==> src/rtl/assert_macros.svh <==
// Assertion macros shared by the per-barcode flag statistics RTL.
// No dependencies; included by the modules that carry assertions.
`ifndef ASSERT_MACROS_SVH
`define ASSERT_MACROS_SVH

// Same-cycle implication, disabled during reset.
`define ASSERT_IMPLY(label, clk, rst, ante, cons) \
   label: assert property (@(posedge clk) disable iff (rst) (ante) |-> (cons)) \
      else $error("assertion failed: same-cycle implication");

// Next-cycle implication, disabled during reset.
`define ASSERT_NEXT(label, clk, rst, ante, cons) \
   label: assert property (@(posedge clk) disable iff (rst) (ante) |=> (cons)) \
      else $error("assertion failed: next-cycle implication");

`endif

==> src/rtl/pbafs_pkg.sv <==
// Package for the per-barcode alignment flag statistics block: field widths,
// command codes, SAM flag bits, counter ids, controller/datapath structs.
package pbafs_pkg;

   localparam int NUM_BARCODES_DEF = 1024;
   localparam int COUNTER_BITS_DEF = 32;
   localparam int NUM_COUNTERS     = 13;

   localparam int IDX_W     = 10;
   localparam int MAPQ_W    = 8;
   localparam int FLAG_W    = 12;
   localparam int SEL_W     = 4;
   localparam int VALUE_W   = 32;
   localparam int REQ_DATA_W = 40;

   localparam logic CMD_COUNT = 1'b0;
   localparam logic CMD_READ  = 1'b1;

   // SAM flag bit positions
   localparam int FB_PAIRED        = 0;
   localparam int FB_PROPER        = 1;
   localparam int FB_UNMAPPED      = 2;
   localparam int FB_MATE_UNMAPPED = 3;
   localparam int FB_READ1         = 6;
   localparam int FB_READ2         = 7;
   localparam int FB_SECONDARY     = 8;
   localparam int FB_DUP           = 10;
   localparam int FB_SUPPL         = 11;

   // counter ids within a row
   localparam int CNT_PRIMARY      = 0;
   localparam int CNT_SECONDARY    = 1;
   localparam int CNT_SUPPL        = 2;
   localparam int CNT_DUP          = 3;
   localparam int CNT_PRIMARY_DUP  = 4;
   localparam int CNT_MAPPED       = 5;
   localparam int CNT_PRIMARY_MAP  = 6;
   localparam int CNT_PAIRED       = 7;
   localparam int CNT_READ1        = 8;
   localparam int CNT_READ2        = 9;
   localparam int CNT_PROPER       = 10;
   localparam int CNT_BOTH_MAPPED  = 11;
   localparam int CNT_SINGLETON    = 12;

   typedef struct packed {
      logic clear_wr;
      logic capture;
      logic update;
      logic load_rsp;
   } ctl_cmd_type;

   typedef struct packed {
      logic clear_last;
      logic is_read;
      logic rsp_busy;
   } ctl_stat_type;

   function automatic logic [NUM_COUNTERS-1:0] flag_hits(input logic [FLAG_W-1:0] f);
      logic paired;
      logic mapped;
      logic mate_mapped;
      logic primary;
      logic [NUM_COUNTERS-1:0] h;
      paired      = f[FB_PAIRED];
      mapped      = ~f[FB_UNMAPPED];
      mate_mapped = ~f[FB_MATE_UNMAPPED];
      primary     = ~f[FB_SECONDARY] & ~f[FB_SUPPL];
      h = '0;
      h[CNT_PRIMARY]     = primary;
      h[CNT_SECONDARY]   = f[FB_SECONDARY];
      h[CNT_SUPPL]       = f[FB_SUPPL];
      h[CNT_DUP]         = f[FB_DUP];
      h[CNT_PRIMARY_DUP] = f[FB_DUP] & primary;
      h[CNT_MAPPED]      = mapped;
      h[CNT_PRIMARY_MAP] = mapped & primary;
      h[CNT_PAIRED]      = paired;
      h[CNT_READ1]       = paired & f[FB_READ1];
      h[CNT_READ2]       = paired & f[FB_READ2];
      h[CNT_PROPER]      = paired & f[FB_PROPER] & mapped;
      h[CNT_BOTH_MAPPED] = paired & mapped & mate_mapped;
      h[CNT_SINGLETON]   = paired & mapped & ~mate_mapped;
      return h;
   endfunction

endpackage

==> src/rtl/pbafs_ctrl.sv <==
// Controller for the flag statistics block: clearing pass, accept, execute.
// Depends on pbafs_pkg and assert_macros.svh.
`include "assert_macros.svh"
module pbafs_ctrl (
   input  logic                   clock,
   input  logic                   reset,
   input  logic                   req_tvalid,
   output logic                   req_tready,
   input  pbafs_pkg::ctl_stat_type stat,
   output pbafs_pkg::ctl_cmd_type  cmd
);
   import pbafs_pkg::*;

   typedef enum logic [2:0] {
      ST_CLEAR = 3'b001,
      ST_IDLE  = 3'b010,
      ST_EXEC  = 3'b100
   } state_type;

   state_type state_ff, state_in;
   logic      accept;

   assign req_tready = (state_ff == ST_IDLE);
   assign accept     = req_tvalid & req_tready;

   always_comb begin
      state_in     = state_ff;
      cmd          = '0;
      cmd.capture  = accept;
      case (state_ff)
         ST_CLEAR: begin
            cmd.clear_wr = 1'b1;
            if (stat.clear_last) state_in = ST_IDLE;
         end
         ST_IDLE: begin
            if (accept) state_in = ST_EXEC;
         end
         ST_EXEC: begin
            if (stat.is_read) begin
               if (!stat.rsp_busy) begin
                  cmd.load_rsp = 1'b1;
                  state_in     = ST_IDLE;
               end
            end else begin
               cmd.update = 1'b1;
               state_in   = ST_IDLE;
            end
         end
         default: state_in = ST_CLEAR;
      endcase
   end

   always_ff @(posedge clock) begin
      if (reset) begin
         state_ff <= ST_CLEAR;
      end else begin
         state_ff <= state_in;
      end
   end

   `ASSERT_NEXT(a_accept_exec, clock, reset, accept, state_ff == ST_EXEC)
   `ASSERT_NEXT(a_clear_holds, clock, reset, (state_ff == ST_CLEAR) && !stat.clear_last,
                state_ff == ST_CLEAR)
   `ASSERT_IMPLY(a_no_cmd_clash, clock, reset, cmd.clear_wr, !cmd.update && !cmd.load_rsp)

endmodule

==> config.mk <==
export PLATFORM = sky130hd
export DESIGN_NAME = pbafs_ctrl
export DESIGN_NICKNAME = d
export VERILOG_FILES = /design/src/rtl/pbafs_pkg.sv /design/src/rtl/pbafs_ctrl.sv
export VERILOG_INCLUDE_DIRS = /design/src /design/src/rtl
export SDC_FILE = /design/constraint.sdc
export NUM_CORES = 1
export LEC_CHECK = 0
export BUFFER_PORTS_ARGS = -buffer_cell sky130_fd_sc_hd__buf_2
export CORE_AREA = 2 2 39 41
export DETAILED_ROUTE_END_ITERATION = 8
export DIE_AREA = 0 0 41 43
export PLACE_DENSITY = 0.42
export SLEW_MARGIN = 25
export SYNTH_ARGS = -nofsm -noshare
export SYNTH_HDL_FRONTEND = slang
export SYNTH_SLANG_ARGS = --single-unit
==> constraint.sdc <==
create_clock -name clock -period 2.9 [get_ports clock]
set_input_delay 0.145 -clock clock [delete_from_list [all_inputs] [get_ports clock]]
set_output_delay 0.145 -clock clock [all_outputs]
set_load 0.05 [all_outputs]
; ---- Word level (Yosys, flattened, before mapping)
; Index checks and enable logic that the tools add are counted.
[word_totals]
register_bits = 3
latch_bits = 0
mem_bits_rw = 0
mem_bits_ro = 0
in_bits = 6
output_inout_bits = 5
elab_cells = 19
mem_count = 0
[classes]
n_addsub = 0
multipliers = 0
div_mod_pow = 0
n_lt_le_gt_ge = 0
eq_ne = 6
n_shift = 0
mux = 10
bitwise_logic = 1
n_reduce_logical = 1
[ops]
columns = cell, n
row1 = 2-to-1 mux 3 bit, 4
row2 = one-hot mux 3 bit (3 select lines), 1
row3 = 2-to-1 mux 1 bit, 4
row4 = "equality test 3 x 1 -> 1 bit, second input constant", 1
row5 = "equality test 3 x 2 -> 1 bit, second input constant", 1
row6 = "equality test 3 bit, second input constant", 1
row7 = "!= test 3 bit, second input constant", 1
row8 = AND reduction 3 bit, 1
row9 = 2-to-1 mux 2 bit, 1
row10 = "!= test 2 x 1 -> 1 bit, second input constant", 1
row11 = "!= test 2 bit, second input constant", 1
row12 = bitwise AND 1 bit, 1

; ---- Logic depth before layout (Yosys ltp)
; Gate-level depths: netlist of the first run.
[depth]
word_depth = 4
ltp_mapped = 4
depth_no_buf = 3

; ---- Least setup slack after synthesis of the first run
; Ideal clock, no wire load.
[synth_path]
kind = reg2out
startpoint = register state_ff[1]
endpoint = output cmd[0] (netlist name)
arrival_ns = 1.694
t_required_ns = 2.755
path_slack_ns = 1.061
stages_incl_launch_ff = 4
n_path_buf = 0
path_cell_list = dfxtp_1 -> nor2_1 -> nand2_1 -> nor3b_1
[synth_lines]
columns = element, line
row1 = start: declaration, pbafs_ctrl.sv:20  ; state_type state_ff, state_in;
row2 = start signal: assignment, pbafs_ctrl.sv:57  ; state_ff <= state_in;
row3 = end: declaration, pbafs_ctrl.sv:10  ; output pbafs_pkg::ctl_cmd_type cmd

==> results of run 1 <==
==> per-layer routing <==
metal | up-vias | global-route usage (%) | wire, um
met5 | - | 0 | 0
met4 | 0 | 6.00 | 0
met3 | 0 | 1.57 | 55
met2 | 10 | 8.13 | 177
met1 | 86 | 9.29 | 234
li1 | 118 | - | -
==> power by group <==
part           internal [mW]  total [mW]  switching, mW
sequential            0.0449      0.0513        0.00644
combinational         0.0163      0.0401         0.0238
clock                 0.0515      0.0724         0.0208
==> kinds of logic after synthesis <==
group	Yosys count	share of synthesized area, %
compound gates	5	18.2
buf+inv	2	5.29
flops	3	28.2
simple gates	15	48.2
==> synth_stat cells <==
| cell type | n |
|---|---|
| a211oi_2 | 1 |
| a21oi_1 | 2 |
| a221oi_1 | 1 |
| and2_1 | 1 |
| and4b_1 | 1 |
| buf_4 | 1 |
| dfxtp_1 | 3 |
| inv_1 | 1 |
| nand2_1 | 2 |
| nand2b_1 | 1 |
| nand3b_1 | 1 |
| nor2_1 | 4 |
| nor2b_1 | 1 |
| nor3_1 | 1 |
| nor3b_1 | 1 |
| nor3b_2 | 1 |
| nor3b_4 | 1 |
| o21bai_1 | 1 |
==> through the flow <==
step           setup slack, ps  hold slack [ps]  util, %  instances
2_1_floorplan             1060              210        -         25
3_3_place_gp              1720              343     19.9         50
3_5_place_dp              1700              346     19.9         50
4_1_cts                   1440             95.5     21.8         54
5_1_grt                   1330              108     21.8         54
6_report                  1450              108     21.8         54
==> final cells by class <==
| cell class | count | share of cell area [%] |
|---|---|---|
| multi-input cells | 20 | 46.9 |
| inverters | 1 | 1.24 |
| clock buffers | 4 | 8.71 |
| flip-flops and latches | 3 | 19.9 |
| repair buffers | 10 | 16.6 |
| well taps | 16 | 6.64 |
==> how the worst min path moves through the flow <==
stage,from,endpoint,slack (ps),cells after the start
2_1_floorplan,reset,state_ff[1]$_SDFFE_PP0P_,210,1
3_3_place_gp,reset,state_ff[1]$_SDFFE_PP0P_,340,2
3_5_place_dp,reset,state_ff[1]$_SDFFE_PP0P_,350,2
4_1_cts,reset,state_ff[1]$_SDFFE_PP0P_,100,2
5_1_grt,reset,state_ff[1]$_SDFFE_PP0P_,110,2
6_report,reset,state_ff[1]$_SDFFE_PP0P_,110,2
==> metrics, run 1 <==
# diodes=0; r2r setup slk=1820 ps; Slew Viols, Final=0; area of the multi-input gates=approximately 140 um^2; Fin. Hold Viols=0; routed length per placed instance=8.63 um; WP buf/inv=1; first-pass GRT wire length=about 780 um; Initial Util=15.4%; slowest stage delay, CP=between 400 and 500 ps; post-CTS setup buffer count=0; Critical Path, Cell by Cell=nand2_1 > nor3b_1 > buf_2; vias in the first global route=203; Hold Buf Count CTS=0; total grt overflow=0; depth of the worst register-to-register path=3; slowest CP cell=dfxtp_1; RD Place Congestion=0.653; Worst R2R Start=state_ff[2]$_SDFFE_PP0P_; Synth Warn #=0; via count=between 200 and 250; overall power=0.164 mW; cell taking the most area after synthesis=dfxtp_1; final wirelength=466 um; critical path type=reg -> out; biggest regs=state_ff (3); Top reg by flops=state_ff; fin area=302 um^2; fin crit period=1450 ps; Fill cells=157; source of the critical timing path=state_ff[2]$_SDFFE_PP0P_; syn_area_per_cell=8.51 um^2; status=finished, final reports clean; die height=43 um; TritonCTS clock tree=built; Setup TNS Final=0 ps; max FFs per register=3; Starting DRT DRC Count=3; PwrDens=543 nW/um^2; RR Endpoint=state_ff[1]$_SDFFE_PP0P_; port bufs=10; layout cells sized above 1=42.1%; pin count of the biggest net entering global routing=8; Synthesized Nets=31; CP Data Required Time=roughly 2800 ps; slew margin rel.=80.2%; Syn Std Cell Area=213 um^2; Core ar.=1380 um^2; Hold Path Class=in -> reg; deepest clock path buffer count=2; Critical Path Sink=cmd[0]; maxcap violations=0; VDD IR max=0.194 mV; placed cell areas=275 um^2; register bit count reported by yosys=3; number of setup violations in the final report=0; RSZ-0062 raised after global routing=no; Final Net Count=45; Mapped Cells=25; Die Area=1760 um^2; CTS Buf Count=3; most frequent cells in the layout=buf_2 (10), nor2_1 (4), clkbuf_4 (3), dfxtp_1 (3); Clock Root Buffer=clkbuf_4; Max H-tree Level=1; P_leak=0.141 nW; Worst path top cell family by delay=flip-flops; Yosys top cell area share=28.2%; # IOs=11; post-CTS sizing=0; Clock Pin Slew Worst Setup and Hold Paths=~40 ps; fmax=692 MHz; clock sinks=3; DRC viols=0; Worst Path Max Fanout=7; critical path arrival=1300 ps; clk_skew=0.608 ps; row count=14; Post-DRT Antenna Nets=0; crit start category=flip-flop; Synth area leaders=dfxtp_1 (28%), nor3b_4 (8.8%), nor2_1 (7.1%); Pre-antenna DRT Iters=2; final period utilization=between 40% and 50%; synth unique cells=18; commonest non-fill, non-tap cell in the layout=buf_2; clk_lat worst skew=about 230 ps; storage element area=60.1 um^2; area grow syn2layout=41.8%; Die Span X=41 um; via/cell ratio=3.96; register area share after synthesis=roughly 28%; Worst-Margin Slew=296 ps; gr usage total=6.72%; CP Capture Type=primary output; initial antenna violation count=0; CP Depth=3
Note: power is estimated with default switching activity, not from simulation.
==> run 2, diff against run 1 <==
--- a/config.mk
+++ b/config.mk
@@ -6,6 +6,7 @@
 export SDC_FILE = /design/constraint.sdc
 export NUM_CORES = 1
 export LEC_CHECK = 0
+export ABC_AREA = 1
 export BUFFER_PORTS_ARGS = -buffer_cell sky130_fd_sc_hd__buf_2
 export CORE_AREA = 2 2 39 41
 export DETAILED_ROUTE_END_ITERATION = 8
==> constraint.sdc (replaced) <==
create_clock -name clock -period 1.3 [get_ports clock]
set_input_delay 0.065 -clock clock [delete_from_list [all_inputs] [get_ports clock]]
set_output_delay 0.065 -clock clock [all_outputs]
set_load 0.05 [all_outputs]
==> run 2 against run 1 <==
  * Wire length up 1.5%
  * Global-route usage increased by 0.50 points
  * Via count up 8.9%
  * Critical endpoint is now cmd[2]
  * Largest power group unchanged
==> metrics, run 2 <==
status=finished, final reports clean; Top reg by flops=state_ff; Comb pwr share=34.6%; gr usage total=7.22%; TritonCTS clock tree=built; Critical Path, Cell by Cell=nor3_4 > nand2_2 > inv_2 > buf_4; routed length per placed instance=7.51 um; pin count of the biggest net entering global routing=8; number of setup violations in the final report=0; layout cells sized above 1=48.9%; slowest CP cell=dfxtp_2; first-pass GRT wire length=828 um; top_reg_cell synth=dfxtp_1; CP Data Required Time=~1200 ps; Max H-tree Level=1; Syn Std Cell Area=205 um^2; Synth area leaders=dfxtp_1 (29%), inv_1 (13%), nor2_1 (13%); Net Switching=0.176 mW; final std cells w/o fill=63; Synth Warn #=0; total grt overflow=0; commonest non-fill, non-tap cell in the layout=buf_2; RD Place Congestion=0.692; Mapped Cells=33; fmax=831 MHz; maxcap violations=0; VDD IR max=between 0.4 and 0.5 mV; cell taking the most area after synthesis=dfxtp_1; Synth top cells by count=inv_1 (7), nor2_1 (7), nand3_1 (5), nand2_1 (4), dfxtp_1 (3); CTS Buf Count=3; Die Span X=41 um; slew margin rel.=between 80% and 90%; Pre-antenna DRT Iters=3; FFs w/ async S/R, synth=0%; P_leak=0.170 nW; area of the multi-input gates=125 um^2; Int Pwr=0.273 mW; slowest stage delay, CP=roughly 350 ps; register bit count reported by yosys=3; Die Area=1760 um^2; most frequent cells in the layout=buf_2 (8), nor2_1 (6), inv_1 (5), nand3_1 (5), nand2_1 (4); DRC viols=0; PwrDens=1360 nW/um^2; register area share after synthesis=29.3%; sw frac=39.1%; syn_area_per_cell=6.22 um^2; fin crit period=1200 ps; initial antenna violation count=0; EDFF count, synth=0; # IOs=11; Final Net Count=54; storage element area=63.8 um^2; Fill cells=159; CP Capture Type=primary output; final period utilization=92.6%; area grow syn2layout=61.0%; Core ar.=1380 um^2; part of the power in registers=29.1%; clk_skew=1.15 ps; WP buf/inv=2; synth unique cells=12; Worst-Margin Slew=256 ps; Hold Path Class=in -> reg; Clock Root Buffer=clkbuf_4; detailed-placement wirelength estimate=373 um; placed insts=between 50 and 60; biggest regs=state_ff (3); critical path arrival=between 1000 and 1500 ps; Clock power frac=a little over a third; max FFs per register=3; Slew Viols, Final=0; Fin. Hold Viols=0; Yosys top cell area share=about 30%; Worst Path Max Fanout=7; Initial Util=about 15%; Post-DRT Antenna Nets=0; die height=43 um; clk_lat worst skew=230 ps; RSZ-0062 raised after global routing=no; port bufs=10; crit start category=flip-flop; via count=~230; row count=14; # diodes=0; clock sinks=3; vias in the first global route=230; Setup TNS Final=0 ps; post-CTS setup buffer count=0; Starting DRT DRC Count=2; deepest clock path buffer count=2; final wirelength=473 um; Synthesized Nets=39; Clock Pin Slew Worst Setup and Hold Paths=~40 ps; Worst path top cell family by delay=flip-flops; via/cell ratio=3.70; critical path type=reg -> out; r2r setup slk=about 360 ps
[run 2: cell types whose count changed in the layout (fill, tap and decap cells not counted), moves of 3 or more]
| cell | before | now |
|---|---|---|
| dfxtp_2 | 0 | 3 |
| inv_1 | 1 | 5 |
| nand3_1 | 0 | 5 |
| dfxtp_1 | 3 | 0 |
[run 2: what timing repair did]
action | 4_1_cts | 5_1_grt
resized for setup | 2 | 4
endpoints found under the setup margin | 2 | 3
hold endpoints to repair | 1 | 0
pin swaps | 0 | 1
hold buffers | 1 | 0
[run 2: layout make-up]
cell class,instances,share of cell area (%)
clock buffers,4,7.95
inverters,7,7.95
multi-input cells,22,37.9
flip-flops and latches,3,19.3
well taps,16,6.06
repair buffers,11,20.8
[run 2: power groups by stage]
stage               clock network (mW)  logic (mW)  registers (mW)
floorplan                            0       0.125           0.125
global route                     0.174       0.175           0.135
global placement                     0       0.157           0.129
finish                           0.163       0.156           0.130
detailed placement                   0       0.154           0.128
CTS                              0.172       0.158           0.127
[run 2: logic make-up after synthesis]
kind of cell | after synthesis | synth area share (%)
and+or+nand+nor | 19 | 43.9
buffers and inverters | 8 | 16.5
DFF | 3 | 29.3
AOI/OAI and AO/OA | 3 | 10.4
[run 2: final timing paths]
path / from / to / cells after the start
min reg2reg: state_ff[0]$_SDFFE_PP1P_ / state_ff[0]$_SDFFE_PP1P_ / 2
max: state_ff[2]$_SDFFE_PP0P_ / cmd[2] / 4
min: req_tvalid / state_ff[2]$_SDFFE_PP0P_ / 3
max reg2reg: state_ff[0]$_SDFFE_PP1P_ / state_ff[1]$_SDFFE_PP0P_ / 5
[run 2: tightest hold or removal path, cell delays in order]
cell and delay (ps):
buf_2 110, nand2_2 70, a21oi_2 50
[run 2: per-stage QoR]
stage          utilization (%)  hold slack [ps]  area (um^2)  setup WS, ps  total power, mW
3_3_place_gp              20.3              243          280           207            0.286
2_1_floorplan                -              127          225         0.101            0.250
3_5_place_dp              20.3              243          280           205            0.283
6_report                  23.9              102          330          96.3            0.449
5_1_grt                   23.9              123          330          8.33            0.484
4_1_cts                   23.2              106          322          2.29            0.457
[run 2: routing by layer]
layer | routed length (um) | up-vias | part of all wire, % | global-route usage [%]
met4 | 0 | 0 | 0 | 10.0
li1 | - | 128 | - | -
met1 | 212 | 98 | 45 | 8.33
met2 | 225 | 7 | 48 | 9.38
met5 | 0 | - | 0 | 0
met3 | 35 | 0 | 7.4 | 0.524
